--- src/rtl/salru_pkg.sv ---
// ----------------------------------------------------------------------------
// salru_pkg
// shared types, codes and helpers of the set-associative lru cache model
// ----------------------------------------------------------------------------
package salru_pkg;

    // default sizes of the cache
    localparam int DEF_MAX_SET_BITS = 6;
    localparam int DEF_MAX_WAYS     = 8;
    localparam int DEF_STAMP_WIDTH  = 32;

    // fixed field widths
    localparam int ADDR_W  = 64;
    localparam int TAG_W   = 64;
    localparam int TOTAL_W = 32;
    localparam int CFG_IDX_W  = 2;
    localparam int CFG_DATA_W = 4;

    // access kinds
    localparam logic [1:0] OP_FETCH  = 2'd0;
    localparam logic [1:0] OP_LOAD   = 2'd1;
    localparam logic [1:0] OP_STORE  = 2'd2;
    localparam logic [1:0] OP_MODIFY = 2'd3;

    // configuration register indexes
    localparam logic [CFG_IDX_W-1:0] CFG_SET_BITS    = 2'd0;
    localparam logic [CFG_IDX_W-1:0] CFG_WAYS        = 2'd1;
    localparam logic [CFG_IDX_W-1:0] CFG_OFFSET_BITS = 2'd2;

    typedef struct packed {
        logic [1:0]        operation;
        logic [ADDR_W-1:0] address;
    } t_access;

    typedef struct packed {
        logic [1:0]         access_hits;
        logic               access_miss;
        logic               access_eviction;
        logic [TOTAL_W-1:0] total_hits;
        logic [TOTAL_W-1:0] total_misses;
        logic [TOTAL_W-1:0] total_evictions;
    } t_result;

    // outcome of one tag lookup
    typedef struct packed {
        logic hit;
        logic miss;
        logic evict;
    } t_look_stat;

    function automatic logic [TOTAL_W-1:0] sat_add(input logic [TOTAL_W-1:0] a,
                                                   input logic [1:0] b);
        logic [TOTAL_W:0] s;
        s = {1'b0, a} + (TOTAL_W+1)'(b);
        return s[TOTAL_W] ? {TOTAL_W{1'b1}} : s[TOTAL_W-1:0];
    endfunction

endpackage

--- src/rtl/salru_lookup.sv ---
// ----------------------------------------------------------------------------
// salru_lookup
// tag compare over one set row and the updated row after hit or fill
// ----------------------------------------------------------------------------
module salru_lookup
    import salru_pkg::*;
#(
    parameter int MAX_WAYS    = DEF_MAX_WAYS,
    parameter int STAMP_WIDTH = DEF_STAMP_WIDTH,
    parameter int WAY_W       = (MAX_WAYS > 1) ? $clog2(MAX_WAYS) : 1
) (
    input  logic [MAX_WAYS-1:0]                  i_valids,
    input  logic [MAX_WAYS-1:0][TAG_W-1:0]       i_tags,
    input  logic [MAX_WAYS-1:0][STAMP_WIDTH-1:0] i_stamps,
    input  logic [WAY_W-1:0]                     i_victim,
    input  logic [MAX_WAYS-1:0]                  i_active,
    input  logic [3:0]                           i_ways,
    input  logic [TAG_W-1:0]                     i_tag,
    input  logic [STAMP_WIDTH-1:0]               i_stamp,
    output logic [MAX_WAYS-1:0]                  o_valids,
    output logic [MAX_WAYS-1:0][TAG_W-1:0]       o_tags,
    output logic [MAX_WAYS-1:0][STAMP_WIDTH-1:0] o_stamps,
    output logic [WAY_W-1:0]                     o_victim,
    output t_look_stat                           o_stat
);

    logic [WAY_W-1:0] vic;
    logic [WAY_W-1:0] hit_way;
    logic             hit;

    always_comb begin
        // stale victim beyond the active ways falls back to way 0
        vic = (32'(i_victim) >= 32'(i_ways)) ? '0 : i_victim;

        // lowest matching way wins
        hit     = 1'b0;
        hit_way = '0;
        for (int w = 0; w < MAX_WAYS; w++) begin
            if (!hit && i_active[w] && i_valids[w] && (i_tags[w] == i_tag)) begin
                hit     = 1'b1;
                hit_way = WAY_W'(w);
            end
        end

        o_stat.hit   = hit;
        o_stat.miss  = !hit;
        o_stat.evict = !hit && i_valids[vic];

        for (int w = 0; w < MAX_WAYS; w++) begin
            o_valids[w] = i_valids[w];
            o_tags[w]   = i_tags[w];
            o_stamps[w] = i_stamps[w];
            if (hit && (hit_way == WAY_W'(w))) begin
                o_stamps[w] = i_stamp;
            end else if (!hit && (vic == WAY_W'(w))) begin
                o_valids[w] = 1'b1;
                o_tags[w]   = i_tag;
                o_stamps[w] = i_stamp;
            end
        end

        o_victim = vic;
    end

endmodule

--- config.mk ---
export PLATFORM = sky130hd
export DESIGN_NAME = salru_lookup
export DESIGN_NICKNAME = d
export VERILOG_FILES = /design/src/rtl/salru_pkg.sv /design/src/rtl/salru_lookup.sv
export SDC_FILE = /design/constraint.sdc
export NUM_CORES = 1
export LEC_CHECK = 0
export BUFFER_PORTS_ARGS = -buffer_cell sky130_fd_sc_hd__buf_4
export CORE_AREA = 5 5 649 651
export DETAILED_ROUTE_END_ITERATION = 12
export DIE_AREA = 0 0 654 656
export PLACE_DENSITY = 0.3
export SYNTH_ARGS = -nofsm -noshare
export SYNTH_HDL_FRONTEND = slang
export SYNTH_SLANG_ARGS = --single-unit
--- constraint.sdc ---
create_clock -name vclk -period 6.3
set_clock_uncertainty 0.15 [all_clocks]
set_input_delay 0.315 -clock vclk [all_inputs]
set_output_delay 0.315 -clock vclk [all_outputs]
set_load 0.01 [all_outputs]
==> impl_results.md <==
* Status: complete, but fails checks
* Failing checks: setup timing
* Smallest setup slack after layout at -0.164 ns
* Count of cell types in the netlist at 66
* Dpl cell area at 41,000 um2
* Rel. slew slack at 2.70%
* Post-CTS Repair Setup Buffers at 0
* WL per Instance at 53.1 um
* Initial antenna violation count at 264
* Post-Place Cells at 9,646
* Slew Viols, Final at 0
* Io pins at 1,669
* Drt via density at 3.49
* CP arrival at 6.00 ns
* Initial core utilization at 5.02%
* Mean Syn Cell Area at 8.07 um2
* Crit path time final at 6.46 ns
* Fin nets at 5,041
* Sequential Area at 0 um2
* Mapped Nets at 3,470
* Detailed Route WL at 517,000 um
* DRT iter0 DRCs at 3,808
* Sequential area share after synthesis at 0%
* Post-DRT Antenna Nets at 0
* Vias in the first global route at 33,300
* Die Y at 656 um
* Hold WC Path Type: in -> out
* WS Path Type: in -> out
* CP max FO at 24
* Pre-CTS worst setup slack at -0.113 ns
* Crit start category: input port
* Hold endpoint: o_stamps[217]
* Total track usage at 22.8%
* Final core occ at 9.93%
* First-pass GRT wire length at 596,000 um
* Mapped cell area at 20,800 um2
* Max Freq at 0.155 GHz
* FP Rows at 237
* # setup viols final at 1
* Layout cell share with drive strength beyond 1 at 61.9%
* Post-Layout Cell Count at 9,740
* Gate count after technology mapping at 2,580
* Dpl hpwl at 460,000 um
* Slew @ Worst Pin at 1.45 ns
* Hold Startpoint: i_stamps[217]
* Req. time, crit path at 5.83 ns
* Design Area, Final at 41,200 um2
* GP Congestion at 0.945
* Port Buf Inserts at 1,669
* Pin count of the biggest net entering global routing at 65
* Hold path depth at 3
* Final period util at 103%
* Max Cap Violations at 0
* # clk buffers at 0
* Seq_cells at 0
* Vias at 34,000
* Die Wd at 654 um
* Syn. warnings at 0
* Core area at 415,000 um2
* Drt drc at 0
* Final Hold Viols at 0
* Full die area at 429,000 um2
* Worst Setup End Kind: primary output
* Gr ovfl total at 0
* Area growth syn-to-layout at 97.9%
* Detailed Routing Iterations Pass 1 at 6
## layer usage
metal	global-route usage, %	part of all wire [%]	vias up
met3	8.31	9.8	613
met5	0	0.075	-
met1	29.6	44	17700
met4	6.34	3.5	60
met2	35.3	43	2790
li1	-	-	12800
## layout by cell type (no fill, tap or decap), types with 4 or more instances in the layout
master	n
mux2_1	23
mux2_4	196
a311o_1	32
nand2b_1	65
nor2b_1	78
nand2_1	179
nor3_1	27
o21ai_0	69
o2111ai_1	11
buf_4	1844
mux2i_1	18
a32oi_1	64
or4_1	14
and4_1	36
a21oi_1	4
nand4b_1	7
diode_2	94
a2111oi_0	12
nor4_1	143
or2_2	7
nor4b_1	9
nand3_1	34
o22ai_1	8
nand4_1	152
o21ai_1	4
xor2_1	112
and3_1	7
nor2_1	33
and3_4	4
xnor2_1	318
buf_12	47
mux2_2	438
a22o_1	32
inv_1	50
## synthesized netlist by cell type, drive strengths merged (64+ instances only)
library cell    n  area, um2
a32oi          64        561
buf           193       1150
clkbuf        130        488
mux2          657       8130
nand2         180        676
nand2b         65        407
nand4         152        951
nor2b          78        488
nor4          145        907
o21ai          73        365
xnor2         318       2790
xor2          112        981
## critical path: stages
cell	delay (ns)
buf_4	0.23
buf_4	0.43
xnor2_1	1.14
nand4_1	0.23
nor4_1	0.32
nand4_1	0.16
or4_4	0.66
and4_4	0.28
and4_4	0.27
buf_4	0.26
o21ai_0	1.07
buf_4	0.28
## stage by stage
stage / hold WS (ns) / TNS, ns
after global placement: 0.793 / -2.03
after detailed placement: 0.791 / -0.200
after CTS: 0.791 / 0
after global routing: 0.794 / -0.00963
after floorplan: 0.587 / 0
final: 0.789 / -0.164
## final cells by class
cell class         instances  area (um2)
fillers                48400      374000
diodes                    94         235
inverters                 51         191
well taps               5497        6880
multi-input cells       2206       19100
repair buffers          1892       14800
## cell families (layout without fill, tap and decap cells)
group / count (synthesis) / in the layout / share of synthesized area [%]
buffers and inverters: 374 / 1943 / 8.77
adders and majority gates: 3 / 3 / 0.180
other: 0 / 94 / 0
xor gates and xnor gates: 430 / 430 / 18.1
muxes: 676 / 676 / 40.0
AOI/OAI and AO/OA: 255 / 255 / 9.40
and+or+nand+nor: 842 / 842 / 23.5
## worst max path at each step
stage              endpoint  slack (ns)  startpoint  depth (start not counted)
2_1_floorplan   o_tags[164]        2.75   i_tag[54]                         11
3_3_place_gp   o_stamps[95]       -0.58    i_tag[3]                         12
3_5_place_dp   o_stamps[85]       -0.11    i_tag[3]                         12
4_1_cts        o_stamps[94]        0.01   i_tag[45]                         12
5_1_grt        o_stamps[94]       -0.01   i_tag[45]                         12
6_report       o_stamps[92]       -0.16   i_tag[45]                         12
## repair_timing
action	in CTS	in global routing
resized for setup	2	1
endpoints found under the setup margin	6	1
hold buffers	0	0
